===== src/rtl/pbrd_pkg.sv =====
package pbrd_pkg;

	localparam int SAMPLE_BITS = 12;
	localparam int TIME_W      = 64;
	localparam int TPS_W       = 30;
	localparam int SCALE_W     = 10;
	localparam int MIN_W       = 32;
	localparam int BPM_W       = 16;
	localparam int Q8_FRAC     = 8;
	localparam int WINDOW_DEF  = 700;

	// 6000 = 60 s/min * 100 (centi-bpm)
	localparam int                CENTI_W   = 13;
	localparam logic [CENTI_W-1:0] CENTI_MIN = 13'd6000;
	localparam int                BPM_NUM_W = TPS_W + CENTI_W;

	localparam int CFG_DATA_W = 32;
	localparam int REG_IDX_W  = 2;
	localparam logic [REG_IDX_W-1:0] REG_TPS   = 2'd0;
	localparam logic [REG_IDX_W-1:0] REG_SCALE = 2'd1;
	localparam logic [REG_IDX_W-1:0] REG_MIN   = 2'd2;

	localparam logic [TPS_W-1:0]   TPS_RESET   = 30'd333000000;
	localparam logic [SCALE_W-1:0] SCALE_RESET = 10'd371;
	localparam logic [MIN_W-1:0]   MIN_RESET   = 32'd133200000;

	typedef struct packed {
		logic capture;
		logic read;
		logic update;
		logic avg_mul;
		logic avg_est;
		logic avg_chk;
		logic avg_fix;
		logic thr;
		logic decide;
		logic div_start;
		logic load_out;
	} pbrd_cmd_t;

	typedef struct packed {
		logic rate_go;
		logic div_done;
		logic out_busy;
	} pbrd_stat_t;

endpackage


===== src/rtl/pbrd_ctrl.sv =====
module pbrd_ctrl (
	input  logic                 clk,
	input  logic                 arst_n,
	input  logic                 in_valid,
	output logic                 in_ready,
	input  pbrd_pkg::pbrd_stat_t stat,
	output pbrd_pkg::pbrd_cmd_t  cmd
);
	import pbrd_pkg::*;

	localparam logic [3:0] ST_IDLE = 4'd0;
	localparam logic [3:0] ST_READ = 4'd1;
	localparam logic [3:0] ST_SUM  = 4'd2;
	localparam logic [3:0] ST_AVG1 = 4'd3;
	localparam logic [3:0] ST_AVG2 = 4'd4;
	localparam logic [3:0] ST_AVG3 = 4'd5;
	localparam logic [3:0] ST_AVG4 = 4'd6;
	localparam logic [3:0] ST_THR  = 4'd7;
	localparam logic [3:0] ST_CMP  = 4'd8;
	localparam logic [3:0] ST_DIV  = 4'd9;
	localparam logic [3:0] ST_FIN  = 4'd10;

	logic [3:0] state_q;
	logic [3:0] state_d;

	assign in_ready = (state_q == ST_IDLE);

	always_comb begin
		state_d = state_q;
		cmd     = '0;
		case (state_q)
			ST_IDLE: begin
				if (in_valid) begin
					cmd.capture = 1'b1;
					state_d     = ST_READ;
				end
			end
			ST_READ: begin
				cmd.read = 1'b1;
				state_d  = ST_SUM;
			end
			ST_SUM: begin
				cmd.update = 1'b1;
				state_d    = ST_AVG1;
			end
			ST_AVG1: begin
				cmd.avg_mul = 1'b1;
				state_d     = ST_AVG2;
			end
			ST_AVG2: begin
				cmd.avg_est = 1'b1;
				state_d     = ST_AVG3;
			end
			ST_AVG3: begin
				cmd.avg_chk = 1'b1;
				state_d     = ST_AVG4;
			end
			ST_AVG4: begin
				cmd.avg_fix = 1'b1;
				state_d     = ST_THR;
			end
			ST_THR: begin
				cmd.thr = 1'b1;
				state_d = ST_CMP;
			end
			ST_CMP: begin
				cmd.decide    = 1'b1;
				cmd.div_start = stat.rate_go;
				state_d       = stat.rate_go ? ST_DIV : ST_FIN;
			end
			ST_DIV: begin
				if (stat.div_done) begin
					state_d = ST_FIN;
				end
			end
			ST_FIN: begin
				// hold the finished item until the output register frees up
				if (!stat.out_busy) begin
					cmd.load_out = 1'b1;
					state_d      = ST_IDLE;
				end
			end
			default: begin
				state_d = ST_IDLE;
			end
		endcase
	end

	always_ff @(posedge clk or negedge arst_n) begin
		if (!arst_n) begin
			state_q <= ST_IDLE;
		end else begin
			state_q <= state_d;
		end
	end

endmodule


===== config.mk =====
export PLATFORM = sky130hd
export DESIGN_NAME = pbrd_ctrl
export DESIGN_NICKNAME = d
export VERILOG_FILES = /design/src/rtl/pbrd_pkg.sv /design/src/rtl/pbrd_ctrl.sv
export SDC_FILE = /design/constraint.sdc
export NUM_CORES = 1
export LEC_CHECK = 0
export ABC_AREA = 0
export BUFFER_PORTS_ARGS = -buffer_cell sky130_fd_sc_hd__clkbuf_2
export CAP_MARGIN = 15
export CORE_AREA = 2 2 39 41
export CTS_CLUSTER_SIZE = 30
export DETAILED_ROUTE_END_ITERATION = 12
export DIE_AREA = 0 0 41 43
export GPL_TIMING_DRIVEN = 0
export PLACE_DENSITY = 0.45
export SYNTH_ARGS = -nofsm -noshare
export SYNTH_HDL_FRONTEND = slang
export SYNTH_SLANG_ARGS = --single-unit

===== constraint.sdc =====
create_clock -name clk -period 1.45 [get_ports clk]
set_input_delay 0 -clock clk [delete_from_list [all_inputs] [get_ports clk]]
set_output_delay 0 -clock clk [all_outputs]
set_load 0.1 [all_outputs]

==> results of run 1 <==
## final cells by class
| cell class | instances | area [µm²] | share of cell area |
|---|---|---|---|
| multi-input cells | 31 | 304.0 | 0.4070 |
| clock buffers | 3 | 22.52 | 0.03015 |
| repair buffers | 20 | 245.2 | 0.3283 |
| inverters | 3 | 11.26 | 0.01508 |
| flip-flops and latches | 4 | 100.1 | 0.1340 |
| plain buffers | 4 | 43.79 | 0.05863 |
| well taps | 16 | 20.02 | 0.02680 |
## worst max-delay path: stages, from the launching register on
cell and delay (ns):
dfrtp_1 0.36, buf_6 0.15, or2b_4 0.28, nor3_2 0.15
clkbuf_8 0.27
## per-stage QoR
| step | hold WS (ns) | TNS [ns] |
|---|---|---|
| floorplan | -0.2956 | -3.828 |
| global placement | -0.1922 | -0.7643 |
| detailed placement | -0.1914 | -0.7382 |
| CTS | 0.001901 | 0 |
| global route | 0.004630 | -0.4101 |
| finish | 0.007004 | -0.001956 |
## kinds of logic after synthesis
group,after synthesis
AOI/OAI and AO/OA,8
and+or+nand+nor,22
buffers and inverters,7
DFF,4
xor gates and xnor gates,1
## cells in the final DEF, fill, tap and decap left out, drive strengths merged
cell type,n
xnor2,1
nand2b,3
nor4,1
and2,2
or2b,1
o211a,1
buf,9
nor3,6
nor2,4
o21ai,4
dlygate4sd3,1
or4,1
o32ai,2
inv,3
nand2,1
a31o,1
clkbuf,17
nor3b,2
dfrtp,4
or4b,1
## final timing paths
kind | endpoint | cells after the start | start | slack (ns)
min in group asynchronous | state_q[0]$_DFFE_PN0P_ | 2 | arst_n | 0.11
min | state_q[0]$_DFFE_PN0P_ | 2 | stat[1] | 0.007
max in group asynchronous | state_q[2]$_DFFE_PN0P_ | 2 | arst_n | 1.22
max reg2reg | state_q[0]$_DFFE_PN0P_ | 4 | state_q[1]$_DFFE_PN0P_ | 0.04
min reg2reg | state_q[0]$_DFFE_PN0P_ | 2 | state_q[0]$_DFFE_PN0P_ | 0.63
max | cmd[9] | 4 | state_q[1]$_DFFE_PN0P_ | -0.002
## what timing repair did
item	in CTS	in global routing
hold buffers	1	0
pin swaps	1	1
setup endpoints to repair	14	13
endpoints found under the hold margin	4	0
buffers inserted	2	0
gates resized for setup	33	5
## layer usage
| layer | share of wire | vias up | track usage | wire length, µm |
|---|---|---|---|---|
| li1 | - | 197 | - | - |
| met1 | 0.45 | 188 | 0.1830 | 437 |
| met2 | 0.52 | 9 | 0.2063 | 506 |
| met3 | 0.029 | 0 | 0 | 28 |
| met4 | 0 | 0 | 0.06000 | 0 |
| met5 | 0 | - | 0 | 0 |
==> flow_results.xml, run 1 <==
<?xml version="1.0" encoding="UTF-8"?>
<metrics>
  <group name="outcome">
    <metric name="status" unit="">finished with violations</metric>
    <metric name="failing_checks" unit="">setup timing</metric>
  </group>
  <group name="cells_and_area">
    <metric name="drive_gt1_frac" unit="">0.6615</metric>
    <metric name="area_growth" unit="%">127.9</metric>
    <metric name="finalInstanceArea" unit="µm²">747.0</metric>
    <metric name="largest_register_ff_count" unit="">4</metric>
    <metric name="layout.core_utilization" unit="">0.5398</metric>
    <metric name="top_register" unit="">state_q</metric>
    <metric name="diode_insertion_count_for_antenna_repair" unit="">0</metric>
    <metric name="final-instance-count-excl-fill" unit="">81</metric>
    <metric name="top_regs" unit="">state_q (4)</metric>
    <metric name="nets" unit="">73</metric>
    <metric name="nFillCells" unit="">135</metric>
  </group>
  <group name="placement">
    <metric name="globalplace.congestion" unit="">0.6772</metric>
    <metric name="detailed_place.area" unit="µm²">536.8</metric>
    <metric name="dp.cells" unit="">75</metric>
    <metric name="preCtsSetupSlack" unit="ns">-0.1675</metric>
    <metric name="hpwl" unit="µm">714.6</metric>
    <metric name="io_buffers" unit="">17</metric>
  </group>
  <group name="detailed_routing">
    <metric name="postRouteWirelength" unit="µm">972</metric>
    <metric name="wire_per_inst" unit="µm">12.00</metric>
    <metric name="detailroute.via_count" unit="">394</metric>
    <metric name="firstDrtPassIters" unit="">4</metric>
    <metric name="avgViaCountPerCell" unit="">4.864</metric>
    <metric name="antenna_violating_nets_post_route" unit="">0</metric>
    <metric name="drt_first_iter_violations" unit="">8</metric>
    <metric name="drt_drc_violations_left" unit="">0</metric>
  </group>
  <group name="synthesis">
    <metric name="synth.mux.area_fraction" unit="">0</metric>
    <metric name="ys.flop_type" unit="">dfrtp_1</metric>
    <metric name="synth-simple-area-share" unit="">0.3855</metric>
    <metric name="synthesis.area" unit="µm²">327.8</metric>
    <metric name="ys_seq_elements" unit="">4</metric>
    <metric name="synth_area_in_compound_gates" unit="">0.1718</metric>
    <metric name="synth_top_cell_area_share" unit="">0.3053</metric>
    <metric name="synthesis.instances" unit="">42</metric>
    <metric name="synth.yosys.seq_area_share" unit="">0.3053</metric>
    <metric name="synth_commonest_cells" unit="">nor3_1, dfrtp_1, nor2_1</metric>
    <metric name="main_combinational_cell_family_by_area_after_synthesis" unit="">simple AND/OR/NAND/NOR gates</metric>
    <metric name="synthArstFlopShare" unit="">1.000</metric>
    <metric name="synth-warning-count" unit="">0</metric>
    <metric name="synth_top_area_cell" unit="">dfrtp_1</metric>
    <metric name="yosys.area_share.adder" unit="">0</metric>
    <metric name="most_common_cell_in_the_netlist" unit="">nor3_1</metric>
    <metric name="synth_cell_type_count" unit="">21</metric>
    <metric name="number_of_flops_mapped_to_enable_cells_by_yosys" unit="">0</metric>
    <metric name="synth.avg_cell_area" unit="µm²">7.805</metric>
    <metric name="synth_nets" unit="">48</metric>
    <metric name="synth_xor_xnor_area_share" unit="">0.02672</metric>
    <metric name="synth_area_leaders" unit="">dfrtp_1, nor3_1, nand2b_1</metric>
  </group>
  <group name="timing">
    <metric name="layout_setup_ws" unit="ns">-0.001956</metric>
    <metric name="finalHoldViolCount" unit="">0</metric>
    <metric name="post-route-min-period" unit="ns">1.452</metric>
    <metric name="rsz0062_at_grt" unit="">true</metric>
    <metric name="setup_viol" unit="">1</metric>
    <metric name="maxClockFrequency" unit="MHz">688.7</metric>
    <metric name="finalClockSkew" unit="ns">0.0002467</metric>
    <metric name="timing_worst_slew_pin_value" unit="ns">0.3012</metric>
    <metric name="layout_worst_path_cycle_share" unit="">1.001</metric>
    <metric name="worst_slew_margin_rel" unit="">0.8003</metric>
    <metric name="maxSlewViolCount" unit="">0</metric>
  </group>
  <group name="global_routing">
    <metric name="track_usage" unit="">0.1322</metric>
    <metric name="grt_overflow_total" unit="">0</metric>
    <metric name="grt_start_max_net_pins" unit="">11</metric>
    <metric name="first_global_vias" unit="">382</metric>
    <metric name="grt_pass1_wl" unit="mm">1.628</metric>
    <metric name="antenna_found_initial" unit="">0</metric>
  </group>
  <group name="floorplanning">
    <metric name="io_pins" unit="">18</metric>
    <metric name="area_of_the_placeable_core" unit="µm²">1384</metric>
    <metric name="fp.dieH" unit="µm">43</metric>
    <metric name="floorplan.initialDensity" unit="">0.2369</metric>
    <metric name="die_x" unit="µm">41</metric>
    <metric name="std_cell_rows" unit="">14</metric>
    <metric name="floorplan.die_area" unit="µm²">1763</metric>
  </group>
  <group name="cts">
    <metric name="cts_tree" unit="">yes</metric>
    <metric name="cts.reportedPaths.clkPinSlew" unit="ns">0.04</metric>
    <metric name="cts_buffers" unit="">3</metric>
    <metric name="clk_root_buffer_cell" unit="">clkbuf_4</metric>
    <metric name="cts-htree-levels" unit="">1</metric>
    <metric name="cts.sinks" unit="">4</metric>
    <metric name="clockBufferDepth" unit="">2</metric>
    <metric name="insertion_delay_to_the_later_sink_of_the_worst_skew_pair" unit="ns">0.23</metric>
  </group>
  <group name="critical_path">
    <metric name="arrival" unit="ns">1.45</metric>
    <metric name="cp_data_required_time" unit="ns">1.45</metric>
    <metric name="worst-setup-path-type" unit="">flop to primary output</metric>
    <metric name="crit_path_start_kind" unit="">flop</metric>
    <metric name="critPathCaptureType" unit="">primary output</metric>
    <metric name="cp_max_fo" unit="">10</metric>
  </group>
  <group name="min_path">
    <metric name="holdCritPathClass" unit="">primary input to flop</metric>
  </group>
  <group name="run">
    <metric name="max_cap_viols" unit="">0</metric>
  </group>
</metrics>
Power of run 1 is left out: the tool's default activity adds up to more than one toggle a clock period on the data nets, which glitch-free logic cannot reach.
==> run 2, diff against run 1 <==
==> constraint.sdc (replaced) <==
create_clock -name clk -period 1.45 [get_ports clk]
set_input_delay 0.0725 -clock clk [delete_from_list [all_inputs] [get_ports clk]]
set_output_delay 0.0725 -clock clk [all_outputs]
set_load 0.1 [all_outputs]
==> run 2 against run 1 <==
  * The flow still finishes with violations (setup timing)
  * First-iteration DRC count fell by 75%
  * Non-clock buffer count rose by 5
  * Maximum frequency fell by 3.2%
  * Global-route usage rose by 1.9 points
  * Clock skew did not move
  * Cell count rose by 6.2%
  * Setup slack got worse by 0.048 ns
  * Critical path type unchanged
==> flow_results.xml, run 2 (same netlist as run 1, synthesis figures left out) <==
<?xml version="1.0" encoding="UTF-8"?>
<metrics>
  <group name="detailed_routing">
    <metric name="antenna_violating_nets_post_route" unit="">0</metric>
    <metric name="drt_drc_violations_left" unit="">0</metric>
    <metric name="drt_first_iter_violations" unit="">2</metric>
    <metric name="postRouteWirelength" unit="mm">1.188</metric>
    <metric name="firstDrtPassIters" unit="">2</metric>
    <metric name="avgViaCountPerCell" unit="">4.895</metric>
    <metric name="detailroute.via_count" unit="">421</metric>
    <metric name="wire_per_inst" unit="µm">13.81</metric>
  </group>
  <group name="cts">
    <metric name="insertion_delay_to_the_later_sink_of_the_worst_skew_pair" unit="ns">0.23</metric>
    <metric name="cts_tree" unit="">yes</metric>
    <metric name="clk_root_buffer_cell" unit="">clkbuf_4</metric>
    <metric name="cts_buffers" unit="">3</metric>
    <metric name="cts-htree-levels" unit="">1</metric>
    <metric name="cts.sinks" unit="">4</metric>
    <metric name="clockBufferDepth" unit="">2</metric>
    <metric name="cts.reportedPaths.clkPinSlew" unit="ns">0.04</metric>
  </group>
  <group name="critical_path">
    <metric name="critPathCaptureType" unit="">primary output</metric>
    <metric name="worst_r2r_endpoint" unit="">state_q[1]$_DFFE_PN0P_</metric>
    <metric name="worst-setup-path-type" unit="">flop to primary output</metric>
    <metric name="cp_max_fo" unit="">3</metric>
    <metric name="rr_startpoint" unit="">state_q[0]$_DFFE_PN0P_</metric>
    <metric name="arrival" unit="ns">1.43</metric>
    <metric name="critical_path.startpoint" unit="">state_q[3]$_DFFE_PN0P_</metric>
    <metric name="crit_path_start_kind" unit="">flop</metric>
    <metric name="regToRegSetupSlack" unit="ns">-0.01</metric>
    <metric name="cp_data_required_time" unit="ns">1.38</metric>
    <metric name="timing.reg2reg.worst_path_depth" unit="">4</metric>
  </group>
  <group name="cells_and_area">
    <metric name="layout.cells.most_common_list" unit="">nor3_4, clkbuf_16, buf_6, clkbuf_2, buf_4</metric>
    <metric name="nets" unit="">78</metric>
    <metric name="top_regs" unit="">state_q (4)</metric>
    <metric name="drive_gt1_frac" unit="">0.7143</metric>
    <metric name="nFillCells" unit="">113</metric>
    <metric name="diode_insertion_count_for_antenna_repair" unit="">0</metric>
    <metric name="multi_input_comb_area" unit="µm²">334.1</metric>
    <metric name="largest_register_ff_count" unit="">4</metric>
    <metric name="top_register" unit="">state_q</metric>
    <metric name="area_growth" unit="%">166.0</metric>
    <metric name="layout.area.seq" unit="µm²">100.1</metric>
  </group>
  <group name="placement">
    <metric name="hpwl" unit="µm">714.6</metric>
    <metric name="io_buffers" unit="">17</metric>
    <metric name="globalplace.congestion" unit="">0.6772</metric>
  </group>
  <group name="floorplanning">
    <metric name="floorplan.die_area" unit="µm²">1763</metric>
    <metric name="area_of_the_placeable_core" unit="µm²">1384</metric>
    <metric name="die_x" unit="µm">41</metric>
    <metric name="fp.dieH" unit="µm">43</metric>
    <metric name="floorplan.initialDensity" unit="">0.2369</metric>
    <metric name="std_cell_rows" unit="">14</metric>
    <metric name="io_pins" unit="">18</metric>
  </group>
  <group name="timing">
    <metric name="layout_setup_ws" unit="ns">-0.05008</metric>
    <metric name="post-route-min-period" unit="ns">1.500</metric>
    <metric name="timing_worst_slew_pin_value" unit="ns">0.3013</metric>
    <metric name="finalClockSkew" unit="ns">0.0002467</metric>
    <metric name="rsz0062_at_grt" unit="">true</metric>
    <metric name="maxSlewViolCount" unit="">0</metric>
    <metric name="worst_slew_margin_rel" unit="">0.8003</metric>
    <metric name="layout_worst_path_cycle_share" unit="">1.035</metric>
    <metric name="setup_viol" unit="">8</metric>
    <metric name="maxClockFrequency" unit="MHz">666.6</metric>
    <metric name="final.setup.tns" unit="ns">-0.2698</metric>
    <metric name="finalHoldViolCount" unit="">0</metric>
  </group>
  <group name="global_routing">
    <metric name="antenna_found_initial" unit="">0</metric>
    <metric name="first_global_vias" unit="">406</metric>
    <metric name="grt_pass1_wl" unit="mm">1.814</metric>
    <metric name="track_usage" unit="">0.1514</metric>
    <metric name="grt_start_max_net_pins" unit="">11</metric>
    <metric name="grt_overflow_total" unit="">0</metric>
  </group>
  <group name="min_path">
    <metric name="min_delay_worst_endpoint" unit="">state_q[0]$_DFFE_PN0P_</metric>
    <metric name="holdCritPathClass" unit="">primary input to flop</metric>
    <metric name="holdCritStartpoint" unit="">stat[1]</metric>
    <metric name="holdPathStages" unit="">2</metric>
  </group>
  <group name="outcome">
    <metric name="failing_checks" unit="">setup timing</metric>
    <metric name="status" unit="">finished with violations</metric>
  </group>
  <group name="run">
    <metric name="max_cap_viols" unit="">0</metric>
  </group>
</metrics>
-- run 2: worst max path at each step --
| stage | end | slack [ns] | cells after the start |
|---|---|---|---|
| 6_report | cmd[10] | -0.05 | 4 |
| 5_1_grt | cmd[6] | -0.11 | 5 |
| 4_1_cts | cmd[10] | -0.06 | 4 |
| 3_5_place_dp | cmd[1] | -0.24 | 5 |
| 3_3_place_gp | cmd[6] | -0.23 | 4 |
| 2_1_floorplan | cmd[10] | -0.81 | 3 |
-- run 2: worst max-delay path, stage by stage, from the launching register on --
cell and delay (ns):
dfrtp_1 0.38, buf_6 0.14, nor4_4 0.30, and2_4 0.19
clkbuf_16 0.19
-- run 2: stage by stage --
step	util	hold slack (ns)	setup slack, ns	std cells	instance area (µm²)
after floorplan	-	-0.2231	-0.8080	42	431.7
after global placement	0.3879	-0.1197	-0.2279	75	536.8
after detailed placement	0.3879	-0.1189	-0.2400	75	536.8
after CTS	0.5877	0.07440	-0.05681	84	813.3
after global routing	0.6302	0.08759	-0.1090	86	872.1
final	0.6302	0.08345	-0.05008	86	872.1
-- run 2: what timing repair did --
action                     CTS  global route
resized for setup           40            12
setup endpoints to repair   14            13
hold buffers                 1             0
setup buffers                5             2
pin swaps                    3             3
hold endpoints to repair     4             0
-- run 2: layout make-up --
class | count | area share
buffer | 4 | 0.05452
sequential | 4 | 0.1148
multi-input combinational | 31 | 0.3831
timing repair buffer | 25 | 0.3859
tap | 16 | 0.02296
clock buffer | 3 | 0.02582
inverter | 3 | 0.01291
-- run 2: metal layers --
metal / wire length (µm) / vias up / part of all wire / track usage
met5: 0 / - / 0 / 0
met4: 0 / 0 / 0 / 0.06000
met2: 666 / 9 / 0.56 / 0.2625
li1: - / 210 / - / -
met1: 490 / 202 / 0.41 / 0.1863
met3: 31 / 0 / 0.026 / 0
Power of run 2 is left out for the same reason.
==> run 3, diff against run 2 <==
--- a/config.mk
+++ b/config.mk
@@ -14,6 +14,8 @@
 export DIE_AREA = 0 0 41 43
 export GPL_TIMING_DRIVEN = 0
 export PLACE_DENSITY = 0.45
+export SKIP_CTS_REPAIR_TIMING = 1
+export SKIP_LAST_GASP = 1
 export SYNTH_ARGS = -nofsm -noshare
 export SYNTH_HDL_FRONTEND = slang
 export SYNTH_SLANG_ARGS = --single-unit
==> run 3 against run 2 <==
  * The run still ends with setup timing left
  * Via count increased by 2.1%
  * First-iteration DRC count rose to 2.5 times the previous value
  * Register-to-register slack better by 0.03 ns
  * Final area grew 1.6%
  * Critical endpoint unchanged
  * Setup slack lost 0.0098 ns
  * Cell count is 5.8% higher
  * Hold slack got worse by 0.0035 ns
  * Die area unchanged
  * Flip-flop and latch count is the same
  * Clock-buffer cell count did not move
  * Sequential share of layout area barely moved
  * Largest cell class unchanged
==> flow_results.xml, run 3 (same netlist as run 1, synthesis figures left out) <==
<?xml version="1.0" encoding="UTF-8"?>
<metrics>
  <group name="outcome">
    <metric name="status" unit="">finished with violations</metric>
    <metric name="failing_checks" unit="">setup timing</metric>
  </group>
  <group name="global_routing">
    <metric name="grt_start_max_net_pins" unit="">11</metric>
    <metric name="first_global_vias" unit="">313</metric>
    <metric name="grt_overflow_total" unit="">0</metric>
    <metric name="track_usage" unit="">0.1160</metric>
    <metric name="grt_pass1_wl" unit="mm">1.407</metric>
    <metric name="antenna_found_initial" unit="">0</metric>
  </group>
  <group name="timing">
    <metric name="setup_viol" unit="">4</metric>
    <metric name="finalHoldViolCount" unit="">0</metric>
    <metric name="timing_worst_slew_pin_value" unit="ns">0.2853</metric>
    <metric name="maxSlewViolCount" unit="">0</metric>
    <metric name="layout_setup_ws" unit="ns">-0.05987</metric>
    <metric name="layout_worst_path_cycle_share" unit="">1.041</metric>
    <metric name="final.setup.tns" unit="ns">-0.1683</metric>
    <metric name="finalClockSkew" unit="ns">0.0002492</metric>
    <metric name="rsz0062_at_grt" unit="">true</metric>
    <metric name="maxClockFrequency" unit="MHz">662.3</metric>
    <metric name="post-route-min-period" unit="ns">1.510</metric>
    <metric name="worst_slew_margin_rel" unit="">0.8092</metric>
  </group>
  <group name="critical_path">
    <metric name="worst-setup-path-type" unit="">flop to primary output</metric>
    <metric name="worst_r2r_endpoint" unit="">state_q[0]$_DFFE_PN0P_</metric>
    <metric name="crit_path_start_kind" unit="">flop</metric>
    <metric name="cp_max_fo" unit="">8</metric>
    <metric name="cpMaxStageDelayCell" unit="">dfrtp_2</metric>
    <metric name="crit_chain" unit="">buf_8 -&gt; nor4_4 -&gt; and2_4 -&gt; buf_12</metric>
    <metric name="arrival" unit="ns">1.44</metric>
    <metric name="timing.reg2reg.worst_path_depth" unit="">4</metric>
    <metric name="cp_data_required_time" unit="ns">1.38</metric>
    <metric name="regToRegSetupSlack" unit="ns">0.02</metric>
    <metric name="critPathCaptureType" unit="">primary output</metric>
    <metric name="rr_startpoint" unit="">state_q[1]$_DFFE_PN0P_</metric>
    <metric name="cpPeakStageDelay" unit="ns">0.41</metric>
  </group>
  <group name="floorplanning">
    <metric name="io_pins" unit="">18</metric>
    <metric name="area_of_the_placeable_core" unit="µm²">1384</metric>
    <metric name="fp.dieH" unit="µm">43</metric>
    <metric name="die_x" unit="µm">41</metric>
    <metric name="std_cell_rows" unit="">14</metric>
    <metric name="floorplan.initialDensity" unit="">0.2369</metric>
    <metric name="floorplan.die_area" unit="µm²">1763</metric>
  </group>
  <group name="cts">
    <metric name="clk_root_buffer_cell" unit="">clkbuf_4</metric>
    <metric name="cts_tree" unit="">yes</metric>
    <metric name="clockBufferDepth" unit="">2</metric>
    <metric name="insertion_delay_to_the_later_sink_of_the_worst_skew_pair" unit="ns">0.23</metric>
    <metric name="cts.reportedPaths.clkPinSlew" unit="ns">0.04</metric>
    <metric name="cts.sinks" unit="">4</metric>
    <metric name="cts-htree-levels" unit="">1</metric>
    <metric name="cts_buffers" unit="">3</metric>
  </group>
  <group name="cells_and_area">
    <metric name="mostFrequentLayoutCell" unit="">buf_4</metric>
    <metric name="layout.cells.most_common_list" unit="">buf_4, buf_12, nor3_4</metric>
    <metric name="top_register" unit="">state_q</metric>
    <metric name="layout.core_utilization" unit="">0.6401</metric>
    <metric name="diode_insertion_count_for_antenna_repair" unit="">0</metric>
    <metric name="nFillCells" unit="">115</metric>
    <metric name="top_regs" unit="">state_q (4)</metric>
    <metric name="layout.area.seq" unit="µm²">101.3</metric>
    <metric name="drive_gt1_frac" unit="">0.7333</metric>
    <metric name="nets" unit="">83</metric>
    <metric name="multi_input_comb_area" unit="µm²">330.3</metric>
    <metric name="area_growth" unit="%">170.2</metric>
    <metric name="largest_register_ff_count" unit="">4</metric>
    <metric name="finalInstanceArea" unit="µm²">885.9</metric>
  </group>
  <group name="detailed_routing">
    <metric name="drt_first_iter_violations" unit="">5</metric>
    <metric name="detail_route.wirelength.met1" unit="µm">479</metric>
    <metric name="drt_drc_violations_left" unit="">0</metric>
    <metric name="firstDrtPassIters" unit="">2</metric>
    <metric name="avgViaCountPerCell" unit="">4.725</metric>
    <metric name="antenna_violating_nets_post_route" unit="">0</metric>
    <metric name="routed-wl-met3" unit="µm">25</metric>
    <metric name="wire_per_inst" unit="µm">12.43</metric>
    <metric name="wl_met2" unit="µm">625</metric>
    <metric name="top_metal_used" unit="">met3</metric>
    <metric name="postRouteWirelength" unit="mm">1.131</metric>
    <metric name="detailroute.via_count" unit="">430</metric>
  </group>
  <group name="placement">
    <metric name="preCtsSetupSlack" unit="ns">-0.2400</metric>
    <metric name="io_buffers" unit="">17</metric>
    <metric name="hpwl" unit="µm">714.6</metric>
    <metric name="detailed_place.area" unit="µm²">536.8</metric>
    <metric name="globalplace.congestion" unit="">0.6772</metric>
  </group>
  <group name="min_path">
    <metric name="min_delay_worst_endpoint" unit="">state_q[0]$_DFFE_PN0P_</metric>
    <metric name="holdCritPathClass" unit="">primary input to flop</metric>
    <metric name="holdCritStartpoint" unit="">stat[1]</metric>
    <metric name="holdPathStages" unit="">2</metric>
  </group>
  <group name="run">
    <metric name="max_cap_viols" unit="">0</metric>
  </group>
</metrics>
==> run 3: changes by cell type in the layout (fill, tap and decap cells not counted), sizes merged <==
cell,previous run,this run
clkbuf,17,8
buf,14,28
==> run 3: worst max path at each step <==
| stage | depth (start not counted) | startpoint | end |
|---|---|---|---|
| after floorplan | 3 | state_q[2]$_DFFE_PN0P_ | cmd[10] |
| after global placement | 4 | state_q[3]$_DFFE_PN0P_ | cmd[6] |
| after detailed placement | 5 | state_q[2]$_DFFE_PN0P_ | cmd[1] |
| after CTS | 5 | state_q[2]$_DFFE_PN0P_ | cmd[1] |
| after global routing | 4 | state_q[1]$_DFFE_PN0P_ | cmd[9] |
| final | 4 | state_q[3]$_DFFE_PN0P_ | cmd[10] |
==> run 3: stage by stage <==
stage / hold WS, ns / instances
6_report: 0.07997 / 91
5_1_grt: 0.07890 / 91
4_1_cts: -0.3697 / 78
3_5_place_dp: -0.1189 / 75
3_3_place_gp: -0.1197 / 75
2_1_floorplan: -0.2231 / 42
==> run 3: routing by layer <==
metal	global-route usage	vias up
met5	0	-
met4	0.06000	0
met3	0	0
met2	0.1563	9
met1	0.1830	204
li1	-	217
==> run 3: worst max-delay path: cells and delay by family, from the launching register on <==
kind,cells,cell delay (ns)
simple gates,2,0.48
flops,1,0.41
buf+inv,2,0.30
==> run 3: cell type report <==
cell class | instances | area share
tap | 16 | 0.02260
clock buffer | 3 | 0.02542
sequential | 4 | 0.1144
timing repair buffer | 30 | 0.3927
buffer | 4 | 0.05932
multi-input combinational | 31 | 0.3729
inverter | 3 | 0.01271
Power of run 3 is left out for the same reason.
